[config.mk]
export PLATFORM = sky130hd
export DESIGN_NAME = i2c_master_bit_engine_unit
export DESIGN_NICKNAME = d
export VERILOG_FILES = /design/src/hdl/i2cbe_pkg.sv /design/src/hdl/i2cbe_shift.sv /design/src/hdl/i2cbe_seq.sv /design/src/hdl/i2c_master_bit_engine_unit.sv
export VERILOG_INCLUDE_DIRS = /design/src /design/src/hdl
export SDC_FILE = /design/constraint.sdc
export NUM_CORES = 1
export LEC_CHECK = 0
export BUFFER_PORTS_ARGS = -buffer_cell sky130_fd_sc_hd__buf_2
export CORE_ASPECT_RATIO = 0.9
export CORE_MARGIN = 2
export CORE_UTILIZATION = 31
export CTS_CLUSTER_SIZE = 30
export DETAILED_ROUTE_END_ITERATION = 6
export GPL_TIMING_DRIVEN = 0
export PLACE_DENSITY = 0.54
export SLEW_MARGIN = 10
export SYNTH_ARGS = -nofsm -noshare
export SYNTH_HDL_FRONTEND = slang
export SYNTH_SLANG_ARGS = --single-unit
export TNS_END_PERCENT = 5
[constraint.sdc]
create_clock -name clk -period 2.8 [get_ports clk]
set_input_delay 0.56 -clock clk [delete_from_list [all_inputs] [get_ports clk]]
set_output_delay 0.56 -clock clk [all_outputs]
set_load 0.02 [all_outputs]
[src/hdl/assert_macros.svh]
// Assertion macros included by the top-level RTL file
`ifndef ASSERT_MACROS_SVH
`define ASSERT_MACROS_SVH

// Check prop at every rising clk edge outside reset
`define ASSERT_CLK(label, prop) \
  label: assert property (@(posedge clk) disable iff (rst) prop) \
    else $error("assertion failed");

// Check prop at every rising clk edge, reset included
`define ASSERT_CLK_ALWAYS(label, prop) \
  label: assert property (@(posedge clk) prop) \
    else $error("assertion failed");

`endif

[src/hdl/i2cbe_pkg.sv]
// Package: command codes, sequencer states and inter-module structs
package i2cbe_pkg;

  localparam int BITS_PER_BYTE = 8;
  localparam int CNT_W         = $clog2(BITS_PER_BYTE);
  localparam logic [CNT_W-1:0] LAST_BIT = CNT_W'(BITS_PER_BYTE - 1);

  localparam logic [2:0] KIND_START  = 3'd0;
  localparam logic [2:0] KIND_STOP   = 3'd1;
  localparam logic [2:0] KIND_WRITE  = 3'd2;
  localparam logic [2:0] KIND_READ   = 3'd3;
  localparam logic [2:0] KIND_ACK_TX = 3'd4;
  localparam logic [2:0] KIND_ACK_RX = 3'd5;

  typedef enum logic [4:0] {
    ST_IDLE,
    ST_START_SDA1, ST_START_SCL1, ST_START_SDA0, ST_START_SCL0,
    ST_STOP_SDA0, ST_STOP_SCL1, ST_STOP_SDA1,
    ST_WR_SDA, ST_WR_SCL1, ST_WR_SCL0,
    ST_RD_SDA1, ST_RD_SCL1, ST_RD_SCL0,
    ST_ACK_SDA, ST_ACK_SCL1, ST_ACK_SCL0,
    ST_RA_SDA1, ST_RA_SCL1, ST_RA_SCL0
  } seq_state_t;

  typedef enum logic [1:0] {
    VAL_ZERO,
    VAL_BYTE,
    VAL_ACK
  } val_sel_t;

  typedef struct packed {
    logic     act;
    logic     set_scl;
    logic     level;
    logic     last;
    val_sel_t val_sel;
  } phase_t;

  typedef struct packed {
    logic load;
    logic tx_shift;
    logic rx_sample;
  } shift_ctl_t;

endpackage

[src/hdl/i2cbe_shift.sv]
// Bit-serial transmit and receive shift registers
module i2cbe_shift (
  input  logic                   clk,
  input  i2cbe_pkg::shift_ctl_t  ctl,
  input  logic [7:0]             tx_byte,
  input  logic [7:0]             bus_bits,
  output logic                   tx_bit,
  output logic                   ack_bit,
  output logic [7:0]             rx_byte
);
  import i2cbe_pkg::*;

  logic [7:0] tx_sr;
  logic [7:0] bus_sr;
  logic [7:0] rx_sr;

  always_ff @(posedge clk) begin
    if (ctl.load) begin
      tx_sr  <= tx_byte;
      bus_sr <= bus_bits;
    end else begin
      if (ctl.tx_shift) begin
        tx_sr <= {tx_sr[6:0], 1'b0};
      end
      if (ctl.rx_sample) begin
        bus_sr <= {bus_sr[6:0], 1'b0};
        rx_sr  <= {rx_sr[6:0], bus_sr[7]};
      end
    end
  end

  assign tx_bit  = tx_sr[7];
  assign ack_bit = bus_sr[7];
  assign rx_byte = rx_sr;

endmodule

[src/hdl/i2cbe_seq.sv]
// Phase sequencer: one SCL or SDA assignment per cycle while go is high
module i2cbe_seq (
  input  logic                   clk,
  input  logic                   rst,
  input  logic                   in_valid,
  input  logic [2:0]             kind,
  input  logic                   ack_out,
  input  logic                   go,
  input  logic                   tx_bit,
  output logic                   busy,
  output i2cbe_pkg::phase_t      phase,
  output i2cbe_pkg::shift_ctl_t  ctl
);
  import i2cbe_pkg::*;

  seq_state_t       state, state_next;
  logic [CNT_W-1:0] cnt, cnt_next;
  logic             ack_level, ack_level_next;
  logic             bit_last;

  always_ff @(posedge clk) begin
    if (rst) begin
      state <= ST_IDLE;
    end else begin
      state <= state_next;
    end
  end

  always_ff @(posedge clk) begin
    cnt       <= cnt_next;
    ack_level <= ack_level_next;
  end

  assign busy     = (state != ST_IDLE);
  assign bit_last = (cnt == LAST_BIT);

  always_comb begin
    state_next     = state;
    cnt_next       = cnt;
    ack_level_next = ack_level;
    phase          = '{act: 1'b0, set_scl: 1'b0, level: 1'b1, last: 1'b0,
                       val_sel: VAL_ZERO};
    ctl            = '0;
    unique case (state)
      ST_IDLE: begin
        if (in_valid) begin
          ctl.load       = 1'b1;
          cnt_next       = '0;
          ack_level_next = ack_out;
          unique case (kind)
            KIND_START:  state_next = ST_START_SDA1;
            KIND_STOP:   state_next = ST_STOP_SDA0;
            KIND_WRITE:  state_next = ST_WR_SDA;
            KIND_READ:   state_next = ST_RD_SDA1;
            KIND_ACK_TX: state_next = ST_ACK_SDA;
            KIND_ACK_RX: state_next = ST_RA_SDA1;
            default:     state_next = ST_IDLE;
          endcase
        end
      end
      ST_START_SDA1: begin
        phase.act = 1'b1; phase.level = 1'b1;
        if (go) state_next = ST_START_SCL1;
      end
      ST_START_SCL1: begin
        phase.act = 1'b1; phase.set_scl = 1'b1; phase.level = 1'b1;
        if (go) state_next = ST_START_SDA0;
      end
      ST_START_SDA0: begin
        phase.act = 1'b1; phase.level = 1'b0;
        if (go) state_next = ST_START_SCL0;
      end
      ST_START_SCL0: begin
        phase.act = 1'b1; phase.set_scl = 1'b1; phase.level = 1'b0;
        phase.last = 1'b1;
        if (go) state_next = ST_IDLE;
      end
      ST_STOP_SDA0: begin
        phase.act = 1'b1; phase.level = 1'b0;
        if (go) state_next = ST_STOP_SCL1;
      end
      ST_STOP_SCL1: begin
        phase.act = 1'b1; phase.set_scl = 1'b1; phase.level = 1'b1;
        if (go) state_next = ST_STOP_SDA1;
      end
      ST_STOP_SDA1: begin
        phase.act = 1'b1; phase.level = 1'b1; phase.last = 1'b1;
        if (go) state_next = ST_IDLE;
      end
      ST_WR_SDA: begin
        phase.act = 1'b1; phase.level = tx_bit;
        if (go) state_next = ST_WR_SCL1;
      end
      ST_WR_SCL1: begin
        phase.act = 1'b1; phase.set_scl = 1'b1; phase.level = 1'b1;
        if (go) state_next = ST_WR_SCL0;
      end
      ST_WR_SCL0: begin
        phase.act = 1'b1; phase.set_scl = 1'b1; phase.level = 1'b0;
        phase.last = bit_last;
        if (go) begin
          ctl.tx_shift = 1'b1;
          cnt_next     = cnt + 1'b1;
          state_next   = bit_last ? ST_IDLE : ST_WR_SDA;
        end
      end
      ST_RD_SDA1: begin
        phase.act = 1'b1; phase.level = 1'b1;
        if (go) state_next = ST_RD_SCL1;
      end
      ST_RD_SCL1: begin
        phase.act = 1'b1; phase.set_scl = 1'b1; phase.level = 1'b1;
        if (go) begin
          ctl.rx_sample = 1'b1;
          state_next    = ST_RD_SCL0;
        end
      end
      ST_RD_SCL0: begin
        phase.act = 1'b1; phase.set_scl = 1'b1; phase.level = 1'b0;
        phase.last    = bit_last;
        phase.val_sel = bit_last ? VAL_BYTE : VAL_ZERO;
        if (go) begin
          cnt_next   = cnt + 1'b1;
          state_next = bit_last ? ST_IDLE : ST_RD_SCL1;
        end
      end
      ST_ACK_SDA: begin
        phase.act = 1'b1; phase.level = ack_level;
        if (go) state_next = ST_ACK_SCL1;
      end
      ST_ACK_SCL1: begin
        phase.act = 1'b1; phase.set_scl = 1'b1; phase.level = 1'b1;
        if (go) state_next = ST_ACK_SCL0;
      end
      ST_ACK_SCL0: begin
        phase.act = 1'b1; phase.set_scl = 1'b1; phase.level = 1'b0;
        phase.last = 1'b1;
        if (go) state_next = ST_IDLE;
      end
      ST_RA_SDA1: begin
        phase.act = 1'b1; phase.level = 1'b1;
        if (go) state_next = ST_RA_SCL1;
      end
      ST_RA_SCL1: begin
        phase.act = 1'b1; phase.set_scl = 1'b1; phase.level = 1'b1;
        if (go) state_next = ST_RA_SCL0;
      end
      ST_RA_SCL0: begin
        phase.act = 1'b1; phase.set_scl = 1'b1; phase.level = 1'b0;
        phase.last = 1'b1; phase.val_sel = VAL_ACK;
        if (go) state_next = ST_IDLE;
      end
      default: state_next = ST_IDLE;
    endcase
  end

endmodule

[src/hdl/i2c_master_bit_engine_unit.sv]
// Top level: I2C master pin-phase engine with registered result output
//
//   channel  dir  handshake            payload
//   in       in   in_valid / in_stall  kind, tx_byte, ack_out, bus_bits
//   out      out  out_valid / out_stall scl_level, sda_level, read_value, last
//
// One pin phase leaves per cycle unless out_stall holds the output; a command is
// accepted while the sequencer is idle and then issues its pin phases.
// Kinds 6 and 7 are accepted and give no transaction.
// The phase sequencer sets the rate; the bit shift registers move one bit per SCL pulse.
// Reset releases both pins and idles the sequencer.
// out_stall holds the sequencer on the current phase; in_stall is high while
// a command's phases are still being generated.
module i2c_master_bit_engine_unit (
  input  logic       clk,
  input  logic       rst,
  input  logic       in_valid,
  output logic       in_stall,
  input  logic [2:0] kind,
  input  logic [7:0] tx_byte,
  input  logic       ack_out,
  input  logic [7:0] bus_bits,
  output logic       out_valid,
  input  logic       out_stall,
  output logic       scl_level,
  output logic       sda_level,
  output logic [7:0] read_value,
  output logic       last
);
  import i2cbe_pkg::*;
  `include "assert_macros.svh"

  phase_t     phase;
  shift_ctl_t ctl;
  logic       go;
  logic       busy;
  logic       tx_bit;
  logic       ack_bit;
  logic [7:0] rx_byte;
  logic       scl_pin, scl_pin_next;
  logic       sda_pin, sda_pin_next;
  logic [7:0] value_next;

  assign go       = !out_valid || !out_stall;
  assign in_stall = busy;

  i2cbe_seq u_seq (
    .clk      (clk),
    .rst      (rst),
    .in_valid (in_valid),
    .kind     (kind),
    .ack_out  (ack_out),
    .go       (go),
    .tx_bit   (tx_bit),
    .busy     (busy),
    .phase    (phase),
    .ctl      (ctl)
  );

  i2cbe_shift u_shift (
    .clk      (clk),
    .ctl      (ctl),
    .tx_byte  (tx_byte),
    .bus_bits (bus_bits),
    .tx_bit   (tx_bit),
    .ack_bit  (ack_bit),
    .rx_byte  (rx_byte)
  );

  always_comb begin
    scl_pin_next = phase.set_scl ? phase.level : scl_pin;
    sda_pin_next = phase.set_scl ? sda_pin : phase.level;
    unique case (phase.val_sel)
      VAL_BYTE: value_next = rx_byte;
      VAL_ACK:  value_next = {7'b0, ack_bit};
      default:  value_next = '0;
    endcase
  end

  always_ff @(posedge clk) begin
    if (rst) begin
      scl_pin   <= 1'b1;
      sda_pin   <= 1'b1;
      out_valid <= 1'b0;
    end else if (go) begin
      out_valid <= phase.act;
      if (phase.act) begin
        scl_pin <= scl_pin_next;
        sda_pin <= sda_pin_next;
      end
    end
  end

  always_ff @(posedge clk) begin
    if (go && phase.act) begin
      scl_level  <= scl_pin_next;
      sda_level  <= sda_pin_next;
      read_value <= value_next;
      last       <= phase.last;
    end
  end

  `ASSERT_CLK(a_cmd_goes_busy, (in_valid && !in_stall && (kind <= KIND_ACK_RX)) |=> in_stall)
  `ASSERT_CLK(a_last_frees_seq, $rose(out_valid && last) |-> !in_stall)
  `ASSERT_CLK(a_out_matches_pins, out_valid |-> (scl_level == scl_pin && sda_level == sda_pin))
  `ASSERT_CLK(a_last_pin_pair, (out_valid && last) |-> (!scl_level || sda_level))

endmodule

==> results of run 1 <==
## cell families after synthesis
kind of cell | after synthesis | synth area share (%)
AO/OA/AOI/OAI | 42 | 11.69
XOR/XNOR | 1 | 0.3622
adder cells (fa/ha/maj) | 4 | 2.069
buffers and inverters | 16 | 5.121
flip-flops | 47 | 55.04
multiplexers | 17 | 7.863
AND/OR/NAND/NOR | 77 | 17.85
## registers in the layout, indices dropped and copies added, names as in the netlist
register         cells
scl_pin              1
read_value           8
u_seq.ack_level      1
sda_level            1
u_shift.tx_sr        8
u_shift.rx_byte      8
sda_pin              1
scl_level            1
last                 1
out_valid            1
u_seq.cnt            3
u_seq.state          5
u_shift.bus_sr       8
## critical path: stages, from the launching register on
cell,delay (ns)
sky130_fd_sc_hd__dfxtp_1,0.32
sky130_fd_sc_hd__buf_6,0.13
sky130_fd_sc_hd__or4_4,0.61
sky130_fd_sc_hd__nor2_8,0.15
sky130_fd_sc_hd__inv_2,0.08
sky130_fd_sc_hd__buf_2,0.16
## through the flow
step           setup slack, ns  setup TNS, ns  power [W]
5_1_grt                 0.2612              0   0.003657
2_1_floorplan           0.4366              0   0.002421
6_report                0.4843              0   0.003430
4_1_cts                 0.4614              0   0.003456
3_3_place_gp           -0.1882         -1.841   0.002827
3_5_place_dp            0.4821              0   0.002850
## synth_stat cells (2+ instances only)
library cell	number	share of area, %
sky130_fd_sc_hd__a21oi_1	10	2.1
sky130_fd_sc_hd__nor3b_1	2	0.62
sky130_fd_sc_hd__mux2_2	16	7.4
sky130_fd_sc_hd__nor4b_1	2	0.72
sky130_fd_sc_hd__nor4_1	2	0.52
sky130_fd_sc_hd__a211oi_1	3	0.93
sky130_fd_sc_hd__nor2_1	16	2.5
sky130_fd_sc_hd__and3_2	2	0.62
sky130_fd_sc_hd__or2_2	2	0.52
sky130_fd_sc_hd__nor2b_1	4	1.0
sky130_fd_sc_hd__clkbuf_1	3	0.47
sky130_fd_sc_hd__buf_6	2	0.93
sky130_fd_sc_hd__inv_1	3	0.47
sky130_fd_sc_hd__a31oi_1	2	0.52
sky130_fd_sc_hd__dfxtp_1	8	6.6
sky130_fd_sc_hd__a22oi_1	3	0.93
sky130_fd_sc_hd__nand2b_1	6	1.6
sky130_fd_sc_hd__nand3_1	2	0.41
sky130_fd_sc_hd__ha_1	4	2.1
sky130_fd_sc_hd__and2_1	8	2.1
sky130_fd_sc_hd__and3_1	4	1.0
sky130_fd_sc_hd__o21ai_0	6	1.2
sky130_fd_sc_hd__o22ai_1	4	1.0
sky130_fd_sc_hd__clkbuf_8	4	2.3
sky130_fd_sc_hd__nand2_1	15	2.3
sky130_fd_sc_hd__o41ai_1	2	0.72
sky130_fd_sc_hd__nor3_1	5	1.0
sky130_fd_sc_hd__o31ai_1	2	0.62
sky130_fd_sc_hd__edfxtp_1	39	48
## cell type report
cell class              instances  area, um^2
clock buffers                   6       72.57
clock inverters                 2       60.06
well taps                      96       120.1
inverters                       4       15.01
multi-input cells             141       977.2
flip-flops and latches         47        1331
repair buffers                 37       187.7
plain buffers                  12       108.9
fillers                       760        4672
## final timing paths
path                                   to
max                              in_stall
min             u_seq.ack_level$_DFFE_PP_
max reg2reg    u_shift.tx_sr[7]$_DFFE_PP_
min reg2reg  u_shift.rx_byte[6]$_DFFE_PP_
## routing by layer
| layer | share of wire [%] | track usage [%] | vias to the layer above |
|---|---|---|---|
| met4 | 0.76 | 2.689 | 0 |
| met2 | 44 | 18.94 | 57 |
| met5 | 0 | 0 | - |
| met3 | 6.4 | 3.512 | 5 |
| met1 | 48 | 16.54 | 793 |
| li1 | - | - | 845 |
## power by group through the flow
stage | combinational, W | clock (W) | sequential (W)
global route | 0.00180 | 0.000631 | 0.00123
CTS | 0.00165 | 0.000605 | 0.00120
global placement | 0.00161 | 0 | 0.00121
detailed placement | 0.00164 | 0 | 0.00122
finish | 0.00165 | 0.000586 | 0.00120
floorplan | 0.00111 | 0 | 0.00131
==> results.txt, run 1 <==
The slew at the pin with the worst max-slew slack was 0.9723 ns; the count of non-filler cells in the finished layout was 345. The tightest min-delay check is of the primary input to flip-flop type. Across every metal layer, demand over resource in global routing totals 12.00%. The biggest fanout along the worst timing path is 10, and the total number of clock tree sinks is 47. The power spent charging and discharging nets is 0.001317 W. Count of hold buffers inserted by post-cts repair: 0.

In this run the standard cell core region covers 7545 um^2. The tightest hold path in the finished design has a slack of 0.4455 ns. For this run the aggregate overflow at the end of global routing stands at 0. After floorplanning, the core was divided into 30 placement rows. Clock-pin slew was measured on the worst setup and hold paths at 0.09 ns. The run gives 2 as the maximum level of the CTS H-tree.

The final critical-path required period is 2.316 ns, and the routed wire length is 5015 um. The switching power as a share of total power came out at 38.39%. The run gives 8525 um^2 as the area of the die. On the final layout, the worst clock skew is 0.01011 ns.

The number of nets handed over by synthesis was 232. Gates resized during post-CTS repair numbered 0. The library cell used most frequently in the layout, excluding fill and tap cells, is sky130_fd_sc_hd__edfxtp_1. The element type at the critical path end is an output port.

The run gives 2740 um^2 as the area after detailed placement. After synthesis, the mean cell area works out to 11.86 um^2. Buffers placed on the I/O ports in this run total 35. Yosys mapped a number of flops with a built-in enable equal to 39. The run gives 55.04% as the share of synthesized area occupied by flip-flops and latches. TritonCTS built the clock tree. Most frequently used flop master after synthesis: sky130_fd_sc_hd__edfxtp_1.

The combinational group share of total power is 48.1%, and the width of the die is 97.11 um. In this run the worst setup path begins at u_seq.state[3]$_SDFFE_PP0P_. The maximum buffer depth of the clock tree is 2, and the post-detailed-route count of antenna-violating nets is 0. The run gives 0.30 ns as the clock latency reported for the late side of the worst-skew pair. The fraction of power consumed by the clock network is 17.1%, and the number of max-slew violations in the final report is 0.

Data arrives at the worst endpoint at 1.76 ns. The library cells used most frequently in the layout, excluding fill and tap cells, are sky130_fd_sc_hd__edfxtp_1 (39), sky130_fd_sc_hd__buf_2 (37), sky130_fd_sc_hd__nor2_1 (16), sky130_fd_sc_hd__mux2_2 (16), sky130_fd_sc_hd__nand2_1 (15). Cells fill 38.08% of the core in the end. The initial utilization of the core area, before any placement, comes to 32.06%. After detailed routing, the number of remaining DRC violations is 0.

In this run the static leakage power is 1.075 nW. The tools report the clock tree root driver cell as sky130_fd_sc_hd__clkbuf_8. 0 antenna diodes ended up in the layout.

The area growth from synthesis to layout is 18.78%. The tools report the final setup violation count as 0. The I/O pin count was 37; the required time at the worst-slack endpoint was 2.24 ns.

Headroom to the max-slew limit came out at 34.94%. The ratio of cells with drive above 1 in the final layout was 33.73%. The count of cells along the worst hold path was 1. Once detailed placement completed, the half-perimeter wirelength came to 3554 um. The die is 87.80 um tall.

The total count of hold-check failures in the final report is 0, and the share of flip-flops with an asynchronous set or reset after synthesis is 0%. The count of warnings emitted by yosys is 0. After synthesis the netlist holds a flip-flop and latch count of 47. The tools report the type of origin of the critical path as a flip-flop.

Buffers inserted during clock tree synthesis total 5. The startpoint identified for the worst register-to-register timing path is u_seq.state[3]$_SDFFE_PP0P_. The total vias in the final route was 1700. The power density over the cells works out to 1194 nW/um^2.

The tools report the initial antenna violation count as 0. Yosys mapped the design onto 52 distinct sky130hd cell types. For this block, the initial DRC count from the detailed router was 197. Setup repair after global routing left no endpoint under its margin. The cell area that synthesis handed to floorplanning was 2419 um^2. The worst register-to-register path has a setup slack of 0.49 ns. IR analysis of the VDD net gives a maximum drop of 0.5039 mV. The portion of the clock cycle consumed by the worst path in the final layout was 82.70%; the maximum number of pins on one net before global-route repair was 15. The tools report the maximum clock rate as 431.8 MHz. For this run, the detailed router's first-pass iteration total came to 4. The setup path with the least slack is of type flip-flop to output port. Cell internal power was estimated by the tool at 0.002113 W.

The number of max-cap violations came out at 0. The congestion estimate from routability-driven global placement came to 0.8114. The gate count after technology mapping was 204; the total number of nets in the final design was 276. The via count of the first global-routing pass was 1693; the part of the total power dissipated in sequential elements was 34.9%.

The first global-routing pass estimated 8204 um of wire. In this run the post-CTS setup repair buffer count came out at 0. Average wire per standard cell: 14.54 um.

The average via count per standard cell works out to 4.928. The startpoint of the worst hold path is ack_out. The flow ran to the end, and the final reports show no timing, DRC or antenna violations. Once placement completed, the tool counted placed cells totaling 337.

The worst register-to-register path has a depth of 7. For the final non-filler cell area, the log shows 2873 um^2.
No activity file was read; power rests on OpenSTA's default activity.
==> run 2, diff against run 1 <==
PLACE_DENSITY = 0.55   (was 0.54)
clock period = 2.1 ns   (was 2.8 ns; I/O delays follow)
==> run 2 against run 1 <==
Effect of this change: via count is 0.76% higher; die area did not move; sequential power is 36% higher; non-clock buffer count did not move; critical path type unchanged.
==> results.txt, run 2 (same netlist as run 1, synthesis figures left out) <==
Number of buffers added on ports: 35. The number of antenna diodes in the final layout is 0. The slowest stage of the critical path is the sky130_fd_sc_hd__or4_4 cell.

Setup violations remaining at the end of the flow were counted as 0. The routed wire length was 4804 um; the number of max-cap violations was 0. The total number of placement rows was 30; the biggest fanout along the worst timing path was 10. Of the cells placed in the final design, the portion with a size suffix greater than 1 is 36.95%. The number of buffers and inverters on the critical path came out at 2. The delay of the slowest critical-path stage works out to 0.61 ns. The die covers 8525 um^2. Once detail routing completed, the nets flagged for antenna violations numbered 0. Overall power consumption after layout is estimated at 0.004500 W. Initial core utilization: 32.06%. TritonCTS built the clock tree. After detailed routing, the average wire length per cell comes to 13.92 um.

The type of the worst setup path was flip-flop to output port. From bottom edge to top edge, the die measures 87.80 um. Prior to clock tree synthesis, the placed netlist has a worst setup slack of -0.3462 ns.

After legalization and detailed placement, the total HPWL measured 3483 um. Setup repair after global routing could not meet its margin everywhere. STA classifies the critical path startpoint as a flip-flop. The logs give 4 for the first-pass detailed-route iteration total and 0 for the initial antenna violation count. Counting the buffers created by CTS gives 5. At the end of routability-driven placement, the weighted congestion stood at 0.8499. Global route total overflow: 0. The worst hold path belongs to the class primary input to flip-flop. The clock tree root driver cell was sky130_fd_sc_hd__clkbuf_8. For the setup clock skew after layout, the log shows 0.009110 ns.

In the routed design, unresolved DRC markers number 0. The run finished with clean final reports. After layout, the worst path uses 97.48% of the clock period.

The tools report the total count of hold-check failures in the final report as 0. Slew at the pin with the worst max-slew slack: 0.6007 ns. Across all layers, the routed design uses 1713 vias. The clock-pin transition on the worst setup and hold timing paths is 0.09 ns. Traced cell by cell, the critical path runs through or4_4 -> nor2_8 -> inv_4 -> buf_6.

The H-tree was split into 2 levels. The total leakage power came out at 1.069 nW. The first global-routing pass estimated 7928 um of wire. The longest clock path from root to sink contains 2 buffers. The logs give 0.05297 ns for the final worst setup slack and 47 for the total number of clock tree sinks. The tools report the required time at the worst-slack endpoint as 1.68 ns. The average via count per standard cell was 4.965; the internal reg-to-reg setup slack was 0.08 ns.

The commonest non-fill, non-tap cell in the layout was sky130_fd_sc_hd__edfxtp_1. Width of the die: 97.11 um. Dividing total power by cell area gives a power density of 1556 nW/um^2. In this run the tightest slew margin relative to its limit is 59.65%. Static timing analysis puts the maximum clock frequency at 488.5 MHz. 37 I/O pins were placed.

The logs give 276 for the total number of nets in the final design and 104 for the number of violations reported at the end of detailed-routing iteration 0. The via count of the first global-routing pass is 1652. For this run, the total global-route usage over all layers was measured as 11.51%.

The post-synthesis to final-layout area growth is 19.55%. The clock reaches the later pin of the worst-skew pair after 0.30 ns. STA puts the critical path data arrival time at 1.63 ns. The worst-case IR drop observed on VDD is 0.7331 mV. The top cell types in the final layout, fill and taps aside, are sky130_fd_sc_hd__edfxtp_1 (39), sky130_fd_sc_hd__buf_2 (34), sky130_fd_sc_hd__mux2_2 (16). The tools report the element type at the critical path end as an output port. The maximum number of pins on one net before global-route repair was 15.

Kind of cell adding the most delay to the critical path: simple AND/OR/NAND/NOR gates. The final critical-path required period is 2.047 ns, and the core box area is 7545 um^2. The run gives 0 as the number of max-slew violations in the final report. For this design, the CTS-stage hold fixing added 0 buffers.
run 2: cell types whose count changed in the layout (fill, tap and decap cells not counted), moves of 2 or more:
cell / before / now
sky130_fd_sc_hd__dfxtp_1: 8 / 5
sky130_fd_sc_hd__bufinv_16: 2 / 0
sky130_fd_sc_hd__buf_6: 2 / 4
sky130_fd_sc_hd__buf_2: 37 / 34
sky130_fd_sc_hd__dfxtp_2: 0 / 2
run 2: worst register-to-register path: cells and delay by family (launching register included):
family          cells  cell delay, ns
compound gates      1            0.07
buf+inv             2            0.40
flops               1            0.38
simple gates        3            0.87
run 2: cell type report:
cell class,count,area [um^2]
well taps,96,120.1
multi-input cells,141,1016
clock buffers,6,72.57
fillers,752,4653
flip-flops and latches,47,1338
inverters,4,17.52
clock inverters,2,12.51
plain buffers,11,111.4
repair buffers,38,203.9
run 2: metal layers:
metal | share of wire [%] | global-route usage [%] | wire [um]
met4 | 0.52 | 1.921 | 25
met2 | 45 | 17.93 | 2149
met5 | 0 | 0 | 0
met3 | 6.1 | 3.192 | 293
met1 | 49 | 16.43 | 2335
run 2: repair_timing:
item | in CTS | in global routing
resized for setup | 13 | 9
buffers inserted | 2 | 0
pin swaps | 2 | 2
endpoints found under the setup margin | 54 | 28
run 2: path summary, 6_finish.rpt:
| kind | from | endpoint | depth (start not counted) |
|---|---|---|---|
| max | u_seq.state[2]$_SDFFE_PP0P_ | in_stall | 4 |
| min | ack_out | u_seq.ack_level$_DFFE_PP_ | 1 |
| max reg2reg | u_seq.state[2]$_SDFFE_PP0P_ | u_shift.tx_sr[6]$_DFFE_PP_ | 6 |
| min reg2reg | u_shift.rx_byte[1]$_DFFE_PP_ | u_shift.rx_byte[2]$_DFFE_PP_ | 0 |
run 2: report_power, final:
part / leakage (nW) / switching, W / internal (W)
clock network: 0.0412 / 0.000294 / 0.000233
logic: 0.592 / 0.00137 / 0.000974
registers: 0.437 / 0.000133 / 0.00149
total: 1.07 / 0.00180 / 0.00270
run 2: per-stage QoR:
stage,hold WS [ns],utilization [%],TNS [ns],cells,area [um^2]
after global routing,0.2920,38.32,-0.009898,345,2892
final,0.3008,38.32,0,345,2892
after detailed placement,0.4265,36.22,-5.856,336,2733
after floorplan,0.4174,-,-0.8055,204,2425
after CTS,0.3005,37.94,-0.005428,345,2863
after global placement,0.4245,36.05,-9.042,335,2720
==> run 3, diff against run 2 <==
CORE_UTILIZATION = 51   (was 31)
PLACE_DENSITY = 0.81   (was 0.55)
==> run 3 against run 2 <==
Effect of this change: first-iteration DRC count up 45%; global-route usage up 7.2 points; critical path depth unchanged; total power is 0.14% lower; largest cell class unchanged; largest power group unchanged.
==> results.txt, run 3 (same netlist as run 1, synthesis figures left out) <==
The path with the worst hold slack has its endpoint at u_seq.ack_level$_DFFE_PP_. The run gives 312 as the count of non-filler cells in the finished layout. No sink is reached through more buffers than the 2 on the longest clock path. Summed over all nets, wire length on met2 after detailed routing comes to 2178 um. In this run the worst path has a maximum fanout of 10. The routed wire length is 4643 um. TritonCTS built the clock tree. For the total count of hold-check failures in the final report, the log shows 0. For this run, design rule violations remaining after detail routing come to 0.

The required time at the worst-slack endpoint is 1.68 ns. At the pin with the least slew margin, the transition time is 0.6139 ns. Leaving out fill and tap cells, the most frequent cells in the layout are sky130_fd_sc_hd__edfxtp_1 (39), sky130_fd_sc_hd__buf_2 (34), sky130_fd_sc_hd__mux2_2 (16). The pre-antenna-repair detailed-routing pass consisted of 4 iterations. The initial utilization of the core area, before any placement, comes to 53.53%. The highest layer touched by signal routing is met4. Relative to the synthesized area, the layout overhead comes to 17.90%.

Once detail routing completed, the nets flagged for antenna violations numbered 0. The worst path uses 99.16% of the clock period. The worst setup path is launched from a flip-flop.

The startpoint of the worst-slack reg-to-reg timing path was u_seq.state[2]$_SDFFE_PP0P_. The via count of the first global-routing pass is 1683, and the die extent in y is 69.33 um. Before CTS, the worst setup slack after placement is -0.3489 ns. The clock latency reported for the late side of the worst-skew pair is 0.30 ns. For the maximum clock rate, the log shows 480.2 MHz. STA classifies the critical path endpoint as an output port.

The run gives 0.08 ns as the internal reg-to-reg setup slack. In this run the most critical hold path is launched from ack_out. The worst path needs 2.082 ns of the cycle, external delays included. The floorplan step defined a core boundary enclosing 4518 um^2. For the total number of placement rows, the log shows 23.

The commonest non-fill, non-tap cell in the layout was sky130_fd_sc_hd__edfxtp_1. The tools report the reg-to-reg critical path endpoint as u_shift.tx_sr[2]$_DFFE_PP_. The first global-routing pass estimated 7941 um of wire. Counting tap cells, the placed design contains a total of 302 instances. The flow ran to the end, and the final reports show no timing, DRC or antenna violations. The worst pin sits at a relative slew slack of 58.76%.

For the worst flop-to-flop path, the logic depth is 6. The initial antenna violation count was 0; the number of buffers added on ports was 35. For this run the aggregate overflow at the end of global routing stands at 0. CTS saw 47 sinks.

Once routing completed, OpenROAD measured the worst setup slack at 0.01772 ns. The tools report the maximum number of pins on one net before global-route repair as 16. The path type of the worst min-delay path is primary input to flip-flop. Dividing total power by cell area gives a power density of 1576 nW/um^2.

In this run the horizontal extent of the chip is 76.59 um. The critical path in this run is classified as flip-flop to output port. The total routing usage reported by global routing is 18.71%. The clock tree root driver cell is sky130_fd_sc_hd__clkbuf_8. The worst-case IR drop observed on VDD is 0.8304 mV. The analysis attributes to cell leakage a power of 1.074 nW. For this block, the via count after detailed routing is 1743. In the final layout, the share of cells above drive strength 1 is 37.60%. The number of clock buffers added by TritonCTS is 5. Between clock sinks in the finished design, the worst skew comes to 0.009890 ns. STA puts the critical path data arrival time at 1.66 ns.

Setup repair after global routing could not meet its margin everywhere. The net count of the finished layout is 277. The congestion estimate from routability-driven global placement came to 0.8981. Count of hold buffers inserted by post-cts repair: 0. The H-tree was split into 2 levels. Setup violations remaining at the end of the flow were counted as 0.

The count of cells along the worst hold path is 1, and the average wire per standard cell is 14.88 um. For the number of max-slew violations in the final report, the log shows 0. After legalization and detailed placement, the total HPWL measured 3227 um. During I/O placement, the number of pins put on the boundary was 37.

The repair_antennas step left the layout with diodes totalling 0. Wire segments on met3 add up to 406 um in the final route. The logs give 2013 um for the detailed-route wire length on metal 1 and 0 for the number of max-cap violations.

In the routed layout, each cell is associated on average with a via count of 5.587. The area of the die is 5310 um^2, and the number of violations reported at the end of detailed-routing iteration 0 is 151. Clock-pin slew was measured on the worst setup and hold paths at 0.09 ns.
-- run 3: per-stage QoR --
stage                     util, %  power (W)  hold slack [ns]  instance area, um^2  TNS (ns)
final                       63.11   0.004493           0.3074                 2851         0
after global routing        63.11   0.004790           0.2817                 2851  -0.03899
after CTS                   62.72   0.004469           0.2930                 2834  -0.01142
after detailed placement    59.54   0.003757           0.4234                 2690    -5.472
after global placement      59.26   0.003704           0.4233                 2678    -6.511
after floorplan                 -   0.003234           0.4174                 2425   -0.8055
-- run 3: timing repair --
item                       4_1_cts  5_1_grt
buffers inserted                 3        0
resized for setup               12        8
setup endpoints to repair       42       36
pin swaps                        2        2
-- run 3: area by class of cell --
cell class | instances | area [um^2]
Buffer | 11 | 111.4
Clock buffer | 5 | 68.82
Clock inverter | 3 | 20.02
Fill cell | 371 | 1667
Inverter | 4 | 17.52
Multi-Input combinational cell | 141 | 1011
Sequential cell | 47 | 1338
Tap cell | 62 | 77.57
Timing Repair Buffer | 39 | 207.7
-- run 3: how the worst max path moves through the flow --
stage / cells past startpoint / startpoint / endpoint
floorplan: 3 / u_seq.state[1]$_SDFFE_PP0P_ / u_shift.tx_sr[0]$_SDFFCE_PN0P_
global placement: 3 / u_seq.state[1]$_SDFFE_PP0P_ / u_shift.tx_sr[7]$_DFFE_PP_
detailed placement: 4 / u_seq.state[1]$_SDFFE_PP0P_ / u_shift.bus_sr[3]$_DFFE_PP_
CTS: 5 / u_seq.state[3]$_SDFFE_PP0P_ / in_stall
global route: 5 / u_seq.state[3]$_SDFFE_PP0P_ / in_stall
finish: 4 / u_seq.state[2]$_SDFFE_PP0P_ / in_stall
-- run 3: report_power, final --
group / switching (W) / leakage, nW / internal (W)
logic: 0.00136 / 0.595 / 0.000978
clock network: 0.000296 / 0.0418 / 0.000232
registers: 0.000137 / 0.437 / 0.00149
-- run 3: critical path: stages (launching register included) --
cell	delay, ns
sky130_fd_sc_hd__dfxtp_4	0.39
sky130_fd_sc_hd__or4_4	0.61
sky130_fd_sc_hd__nor2_8	0.16
sky130_fd_sc_hd__inv_4	0.06
sky130_fd_sc_hd__buf_4	0.15
-- run 3: routing by layer --
layer | GRT usage (%) | vias to the layer above
met4 | 5.051 | 0
met3 | 4.557 | 8
li1 | - | 854
met2 | 29.50 | 84
met5 | 0 | -
met1 | 26.05 | 797
